`config.mk`:
```
export PLATFORM = sky130hd
export DESIGN_NAME = indexed_shift_list
export DESIGN_NICKNAME = d
export VERILOG_FILES = /design/src/design/ixsl_pkg.sv /design/src/design/ixsl_cell.sv /design/src/design/ixsl_ctrl.sv /design/src/design/indexed_shift_list.sv
export SDC_FILE = /design/constraint.sdc
export NUM_CORES = 1
export LEC_CHECK = 0
export BUFFER_PORTS_ARGS = -buffer_cell sky130_fd_sc_hd__buf_2
export CORE_MARGIN = 5
export CORE_UTILIZATION = 57
export CTS_CLUSTER_SIZE = 12
export DETAILED_ROUTE_END_ITERATION = 7
export PLACE_DENSITY = 0.77
export SYNTH_ARGS = -nofsm -noshare
export SYNTH_HDL_FRONTEND = slang
export SYNTH_SLANG_ARGS = --single-unit
```
`constraint.sdc`:
```
create_clock -name clk_i -period 5.6 [get_ports clk_i]
set_input_delay 1.4 -clock clk_i [delete_from_list [all_inputs] [get_ports clk_i]]
set_output_delay 1.4 -clock clk_i [all_outputs]
set_load 0.05 [all_outputs]
```
`src/design/ixsl_pkg.sv`:
```
// Package for the indexed shift list: operation and status codes, field widths
// and the per-cell command struct. Used by every module of the block.
package ixsl_pkg;

  // Default number of entries
  localparam int unsigned CAPACITY_DEF = 16;

  // Field widths of an item and a result
  localparam int unsigned FUNC_W   = 3;
  localparam int unsigned POS_W    = 5;
  localparam int unsigned WORD_W   = 32;
  localparam int unsigned STATUS_W = 2;
  localparam int unsigned COUNT_W  = 5;

  // Stream data widths, whole bytes
  localparam int unsigned IN_DATA_W  = 40;
  localparam int unsigned OUT_DATA_W = 40;

  // Word returned by a read outside the list
  localparam logic [WORD_W-1:0] READ_FAIL = 32'h8000_0000;

  typedef enum logic [FUNC_W-1:0] {
    FN_APPEND = 3'd0,
    FN_INSERT = 3'd1,
    FN_REMOVE = 3'd2,
    FN_READ   = 3'd3,
    FN_WRITE  = 3'd4
  } func_e;

  typedef enum logic [STATUS_W-1:0] {
    ST_OK     = 2'd0,
    ST_BOUNDS = 2'd1,
    ST_FULL   = 2'd2
  } status_e;

  // Command broadcast to every cell for one accepted item
  typedef struct packed {
    logic ins;  // shift right above position, load word at position
    logic rem;  // shift left from position upwards
    logic set;  // load word at position
  } cell_cmd_t;

endpackage

```
`src/design/ixsl_cell.sv`:
```
// One storage cell of the indexed shift list: a single word with neighbour
// inputs for shifting. Depends on ixsl_pkg.
module ixsl_cell #(
  parameter int unsigned INDEX = 0,
  parameter int unsigned CW    = 5
) (
  input  logic                      clk_i,
  input  ixsl_pkg::cell_cmd_t       cmd_i,
  input  logic [CW-1:0]             pos_i,
  input  logic [ixsl_pkg::WORD_W-1:0] word_i,
  input  logic [ixsl_pkg::WORD_W-1:0] left_i,   // entry of cell INDEX-1
  input  logic [ixsl_pkg::WORD_W-1:0] right_i,  // entry of cell INDEX+1
  output logic [ixsl_pkg::WORD_W-1:0] entry_o
);
  import ixsl_pkg::*;

  localparam logic [CW-1:0] IDX = CW'(INDEX);

  logic [WORD_W-1:0] entry_q, entry_d;
  logic              at_pos, above_pos;

  assign at_pos    = (pos_i == IDX);
  assign above_pos = (IDX > pos_i);

  // Next value: load, take left neighbour, take right neighbour or hold
  always_comb begin
    entry_d = entry_q;
    if ((cmd_i.ins || cmd_i.set) && at_pos) begin
      entry_d = word_i;
    end else if (cmd_i.ins && above_pos) begin
      entry_d = left_i;
    end else if (cmd_i.rem && (at_pos || above_pos)) begin
      entry_d = right_i;
    end
  end

  // Payload register, no reset
  always_ff @(posedge clk_i) begin
    entry_q <= entry_d;
  end

  assign entry_o = entry_q;

endmodule

```
`src/design/ixsl_ctrl.sv`:
```
// Control of the indexed shift list: stream handshake, operation decode,
// entry count, read select and result register. Depends on ixsl_pkg.
module ixsl_ctrl #(
  parameter int unsigned CAPACITY = ixsl_pkg::CAPACITY_DEF,
  parameter int unsigned CW       = $clog2(CAPACITY + 1)
) (
  input  logic                                   clk_i,
  input  logic                                   rst_ni,
  input  logic                                   s_tvalid_i,
  output logic                                   s_tready_o,
  input  logic [ixsl_pkg::IN_DATA_W-1:0]         s_tdata_i,
  output logic                                   m_tvalid_o,
  input  logic                                   m_tready_i,
  output logic [ixsl_pkg::OUT_DATA_W-1:0]        m_tdata_o,
  input  logic [CAPACITY-1:0][ixsl_pkg::WORD_W-1:0] entries_i,
  output ixsl_pkg::cell_cmd_t                    cmd_o,
  output logic [CW-1:0]                          pos_o,
  output logic [ixsl_pkg::WORD_W-1:0]            word_o
);
  import ixsl_pkg::*;

  // Compare width wide enough for both the position field and the count
  localparam int unsigned CMPW = (CW > POS_W) ? CW : POS_W;
  localparam logic [CMPW-1:0] CAP = CMPW'(CAPACITY);

  logic [FUNC_W-1:0]   func;
  logic [POS_W-1:0]    position;
  logic [WORD_W-1:0]   item;
  logic                accept;
  logic [CMPW-1:0]     pos_ext, cnt_ext;
  logic [CW-1:0]       count_q, count_d;
  logic                m_valid_q, m_valid_d;
  logic [OUT_DATA_W-1:0] m_data_q, m_data_d;
  logic [WORD_W-1:0]   rd_word;
  logic [WORD_W-1:0]   value;
  status_e             status;
  cell_cmd_t           cmd;
  logic [CMPW-1:0]     tgt;
  logic [CMPW-1:0]     cnt_new;

  // Unpack the item
  assign func     = s_tdata_i[FUNC_W-1:0];
  assign position = s_tdata_i[FUNC_W +: POS_W];
  assign item     = s_tdata_i[FUNC_W+POS_W +: WORD_W];

  // Take an item whenever the result register is free or being drained
  assign s_tready_o = !m_valid_q || m_tready_i;
  assign accept     = s_tvalid_i && s_tready_o;

  assign pos_ext = CMPW'(position);
  assign cnt_ext = CMPW'(count_q);

  // Read select: one-hot AND-OR over the cells
  always_comb begin
    rd_word = '0;
    for (int unsigned i = 0; i < CAPACITY; i++) begin
      if (pos_ext == CMPW'(i)) begin
        rd_word = rd_word | entries_i[i];
      end
    end
  end

  // Decode and status
  always_comb begin
    cmd     = '0;
    tgt     = pos_ext;
    value   = '0;
    status  = ST_OK;
    cnt_new = cnt_ext;
    case (func)
      FN_APPEND: begin
        tgt = cnt_ext;
        if (cnt_ext >= CAP) begin
          status = ST_FULL;
        end else begin
          cmd.ins = 1'b1;
          cnt_new = cnt_ext + 1'b1;
        end
      end
      FN_INSERT: begin
        if (pos_ext > cnt_ext) begin
          status = ST_BOUNDS;
        end else if (cnt_ext >= CAP) begin
          status = ST_FULL;
        end else begin
          cmd.ins = 1'b1;
          cnt_new = cnt_ext + 1'b1;
        end
      end
      FN_REMOVE: begin
        if (pos_ext >= cnt_ext) begin
          status = ST_BOUNDS;
        end else begin
          cmd.rem = 1'b1;
          cnt_new = cnt_ext - 1'b1;
        end
      end
      FN_READ: begin
        if (pos_ext >= cnt_ext) begin
          status = ST_BOUNDS;
          value  = READ_FAIL;
        end else begin
          value = rd_word;
        end
      end
      FN_WRITE: begin
        if (pos_ext >= cnt_ext) begin
          status = ST_BOUNDS;
        end else begin
          cmd.set = 1'b1;
        end
      end
      default: begin
      end
    endcase
  end

  // Cells act only on an accepted item
  assign cmd_o  = accept ? cmd : '0;
  assign pos_o  = tgt[CW-1:0];
  assign word_o = item;

  assign count_d   = accept ? cnt_new[CW-1:0] : count_q;
  assign m_valid_d = accept ? 1'b1 : (m_valid_q && !m_tready_i);
  assign m_data_d  = {1'b0, cnt_new[COUNT_W-1:0], status, value};

  // Control state
  always_ff @(posedge clk_i or negedge rst_ni) begin
    if (!rst_ni) begin
      count_q   <= '0;
      m_valid_q <= 1'b0;
    end else begin
      count_q   <= count_d;
      m_valid_q <= m_valid_d;
    end
  end

  // Result payload
  always_ff @(posedge clk_i) begin
    if (accept) begin
      m_data_q <= m_data_d;
    end
  end

  assign m_tvalid_o = m_valid_q;
  assign m_tdata_o  = m_data_q;

endmodule

```
`src/design/indexed_shift_list.sv`:
```
// Indexed shift list, top level: a row of word cells and the control unit.
// Depends on ixsl_pkg, ixsl_cell and ixsl_ctrl.
//
// An ordered list of up to CAPACITY signed 32-bit words. Each item appends,
// inserts, removes, reads or overwrites one entry and gives one result with
// the word read, a status (ok, index out of bounds, list full) and the entry
// count after the operation. Every entry sits in its own cell, and all cells
// shift or load at the same clock edge, so a new item is taken every cycle
// while the output is not stalled; its result is in the output register on
// the next cycle. The result register is the only buffer, so the input
// stalls while a result waits and the output is not taken. Positions reach
// 31 at most, and the reported count is the low five bits of the entry
// count. Entries need no clearing after reset.
module indexed_shift_list #(
  parameter int unsigned CAPACITY = ixsl_pkg::CAPACITY_DEF
) (
  input  logic                            clk_i,
  input  logic                            rst_ni,
  input  logic                            s_tvalid_i,
  output logic                            s_tready_o,
  // [2:0] func, [7:3] position, [39:8] item
  input  logic [ixsl_pkg::IN_DATA_W-1:0]  s_tdata_i,
  output logic                            m_tvalid_o,
  input  logic                            m_tready_i,
  // [31:0] read_value, [33:32] status, [38:34] count, [39] zero
  output logic [ixsl_pkg::OUT_DATA_W-1:0] m_tdata_o
);
  import ixsl_pkg::*;

  localparam int unsigned CW = $clog2(CAPACITY + 1);

  cell_cmd_t                     cmd;
  logic [CW-1:0]                 pos;
  logic [WORD_W-1:0]             word;
  logic [CAPACITY-1:0][WORD_W-1:0] entries;

  // Control unit
  ixsl_ctrl #(
    .CAPACITY (CAPACITY),
    .CW       (CW)
  ) u_ctrl (
    .clk_i      (clk_i),
    .rst_ni     (rst_ni),
    .s_tvalid_i (s_tvalid_i),
    .s_tready_o (s_tready_o),
    .s_tdata_i  (s_tdata_i),
    .m_tvalid_o (m_tvalid_o),
    .m_tready_i (m_tready_i),
    .m_tdata_o  (m_tdata_o),
    .entries_i  (entries),
    .cmd_o      (cmd),
    .pos_o      (pos),
    .word_o     (word)
  );

  // Row of cells, each wired to its two neighbours
  for (genvar g = 0; g < CAPACITY; g++) begin : g_cell
    logic [WORD_W-1:0] left, right;

    if (g == 0) begin : g_first
      assign left = '0;
    end else begin : g_mid_l
      assign left = entries[g-1];
    end

    if (g == CAPACITY - 1) begin : g_last
      assign right = '0;
    end else begin : g_mid_r
      assign right = entries[g+1];
    end

    ixsl_cell #(
      .INDEX (g),
      .CW    (CW)
    ) u_cell (
      .clk_i   (clk_i),
      .cmd_i   (cmd),
      .pos_i   (pos),
      .word_i  (word),
      .left_i  (left),
      .right_i (right),
      .entry_o (entries[g])
    );
  end

endmodule
```
==> run metrics <==
number of detailed-route iterations in the first pass=7; most frequent cell after synthesis=edfxtp_1; HPWL Detailed=66510 um; Sequential Power Share=51.1%; post-route ant nets=0; Area contributors post-synth=edfxtp_1 (54%), mux2i_1 (8.5%), a22o_1 (7.9%), a21oi_1 (4.5%), a21o_1 (4.0%); status=finished, final reports clean; io pins=86; number of DRC markers in iteration 0=4532; period utilisation layout=78.63%; Die Area=0.05866 mm^2; Row Count=85; Post-CTS Resized=0; hold_buf cts=0; max cap viols=0; Power Density=272.6 mW/mm^2; Worst-Skew Late Latency=0.65 ns; crit path max fanout=22; Syn Area/Cell=11.75 um^2; largest net degree at the start of global routing=65; vias per cell=7.707; CTS max path bufs=3; CTS Buf Count=59; first-pass GRT wire length=166900 um; TritonCTS clock tree=done; Static Leak=12.66 nW; routability congestion estimate=0.9539; ys flop type=edfxtp_1; Final min period=4.403 ns; Post-synth EDFFs=551; Slew @ Worst Pin=1.200 ns; Mapped Nets=2667; Synth Register Bits=557; Routed wire per std cell=34.45 um; post-route cell area=0.03416 mm^2; Crit path largest cell delay=0.61 ns; Clock transition at path regs=0.06 ns; final core utilization=63.72%; Die Wd=242.2 um; area of the core=0.05360 mm^2; FFs w/ async S/R, synth=1.077%; Worst path slowest cell=buf_4; clk sink count=557; Crit Path Class=in -> reg; CTS H-tree lvls=2; sw frac=25.53%; Peak Freq=0.2271 GHz; final wirelength=115800 um; WP buf/inv=3; Worst VDD drop=0.0002590 V; DP Area=0.03239 mm^2; kind of end point of the critical path=flip-flop; register area share after synthesis=54.33%; crit path launch type=input pin; Initial Utilization=57.33%; all-layer global routing usage=37.50%; distinct cell type count after synthesis=63; Post-Synthesis Cells=2616; Setup Skew=0.02084 ns; proportion of layout cells with a drive suffix above 1=16.30%; Sw Pwr=2.377 mW; Die H=242.2 um; Internal=6.934 mW; Gate power share=8.9%; Synth Cell Area=0.03073 mm^2; GRT Residual Overflow=0; CP cell instances=buf_2 -> ha_1 -> a21oi_1 -> o221ai_1 -> a21o_1 -> buf_4 -> nor2_4 -> buf_4 -> mux2i_1 -> a21oi_1; YS warnings=0; RSZ-0062 raised after global routing=no; DR vias=25900; Final TNS setup=0 ns; CTS root buf=clkbuf_16; final slew viol count=0; CP top delay family=buffers and inverters; Fin. Hold Viols=0; Port Buf Inserts=84; DR DRC count=0; vias in the first global route=25240; WP data required=5.97 ns; Synth top area share=53.84%; Hold Crit Class=reg -> reg; nets=2669; Slew headroom=19.69%; # Post-CTS Setup Buffers=0; area delta synth->final=11.14%; crit path DAT=4.77 ns; initial antenna violation count=4; # setup viols final=0; clock share of power=40.0%; list of most frequent post-synthesis cells=edfxtp_1 (551), nor2_1 (303), a22o_1 (276); post-synth top area cell=edfxtp_1
==> per-layer routing <==
metal / routed length, um / global-route usage, %
met1: 39170 / 48.52
met3: 18070 / 10.79
met4: 9003 / 23.25
met2: 49490 / 56.07
met5: 51 / 0
==> flip-flops by register name, summed over array words and instances, names as in the netlist <==
name,cells
u_ctrl.cnt_ext,5
u_ctrl.m_tdata_o,39
g_cell.u_cell.entry_o,512
u_ctrl.m_tvalid_o,1
==> per-stage QoR <==
step	setup slack (ns)	power (mW)	std cells	hold WS, ns
after floorplan	0.03554	5.333	2616	0.5201
after global placement	0.7695	5.626	3253	0.5282
after detailed placement	0.6870	5.645	3253	0.5376
after CTS	1.320	9.282	3358	0.5509
after global routing	1.129	9.515	3360	0.5586
final	1.197	9.312	3361	0.5464
==> cells by family after synthesis <==
kind of cell	count (synthesis)	synth area share, %
AOI/OAI and AO/OA	967	22.70
and+or+nand+nor	461	6.510
muxes	361	12.54
xor gates and xnor gates	5	0.1425
buffers and inverters	257	3.485
DFF	557	54.33
other	1	0.01220
adders and majority gates	7	0.2850
==> worst register-to-register path: cells and delay by family, from the launching register on <==
family	cells	cell delay, ns
flops	1	0.70
fa+ha+maj	1	0.37
compound gates	2	0.86
simple gates	3	1.46
buf+inv	2	0.69
==> worst paths after layout <==
path | startpoint | to | slack [ns] | cells after the start
setup / recovery | s_tdata_i[5] | g_cell[7].u_cell.entry_o[5]$_DFFE_PP_ | 1.20 | 10
max in group asynchronous | rst_ni | u_ctrl.cnt_ext[2]$_DFFE_PN0P_ | 4.86 | 1
min in group asynchronous | rst_ni | u_ctrl.m_tvalid_o$_DFF_PN0_ | 0.58 | 1
hold reg to reg | g_cell[15].u_cell.entry_o[11]$_DFFE_PP_ | g_cell[14].u_cell.entry_o[11]$_DFFE_PP_ | 0.55 | 1
hold / removal | g_cell[15].u_cell.entry_o[11]$_DFFE_PP_ | g_cell[14].u_cell.entry_o[11]$_DFFE_PP_ | 0.55 | 1
setup reg to reg | u_ctrl.cnt_ext[3]$_DFFE_PN0P_ | g_cell[3].u_cell.entry_o[8]$_DFFE_PP_ | 1.25 | 8
==> power by group through the flow <==
stage                     registers [mW]  clock network (mW)  logic (mW)
final                               4.76                3.72       0.831
after global routing                4.77                3.89       0.865
after CTS                           4.76                3.72       0.806
after detailed placement            4.84                   0       0.801
after global placement              4.84                   0       0.783
after floorplan                     4.86                   0       0.475
==> final cells by class <==
class,count,area (um^2)
Multi-Input combinational cell,1802,13420
Sequential cell,557,16700
Inverter,10,37.54
Clock inverter,32,227.7
Clock buffer,73,1529
Timing Repair Buffer,188,1364
Antenna cell,3,7.507
Fill cell,4138,19440
Tap cell,696,870.8
==> cells in the final DEF, fill, tap and decap left out, types with 68 or more instances in the layout <==
master,Yosys,routed
mux2i_1,262,262
buf_4,4,91
a22oi_1,93,93
a22o_1,276,276
a21o_1,162,161
nor2_1,303,289
a221oi_1,82,82
mux2_2,68,68
a21oi_1,275,269
edfxtp_1,551,551
buf_2,55,84
Power figures use the tool's default switching activity.
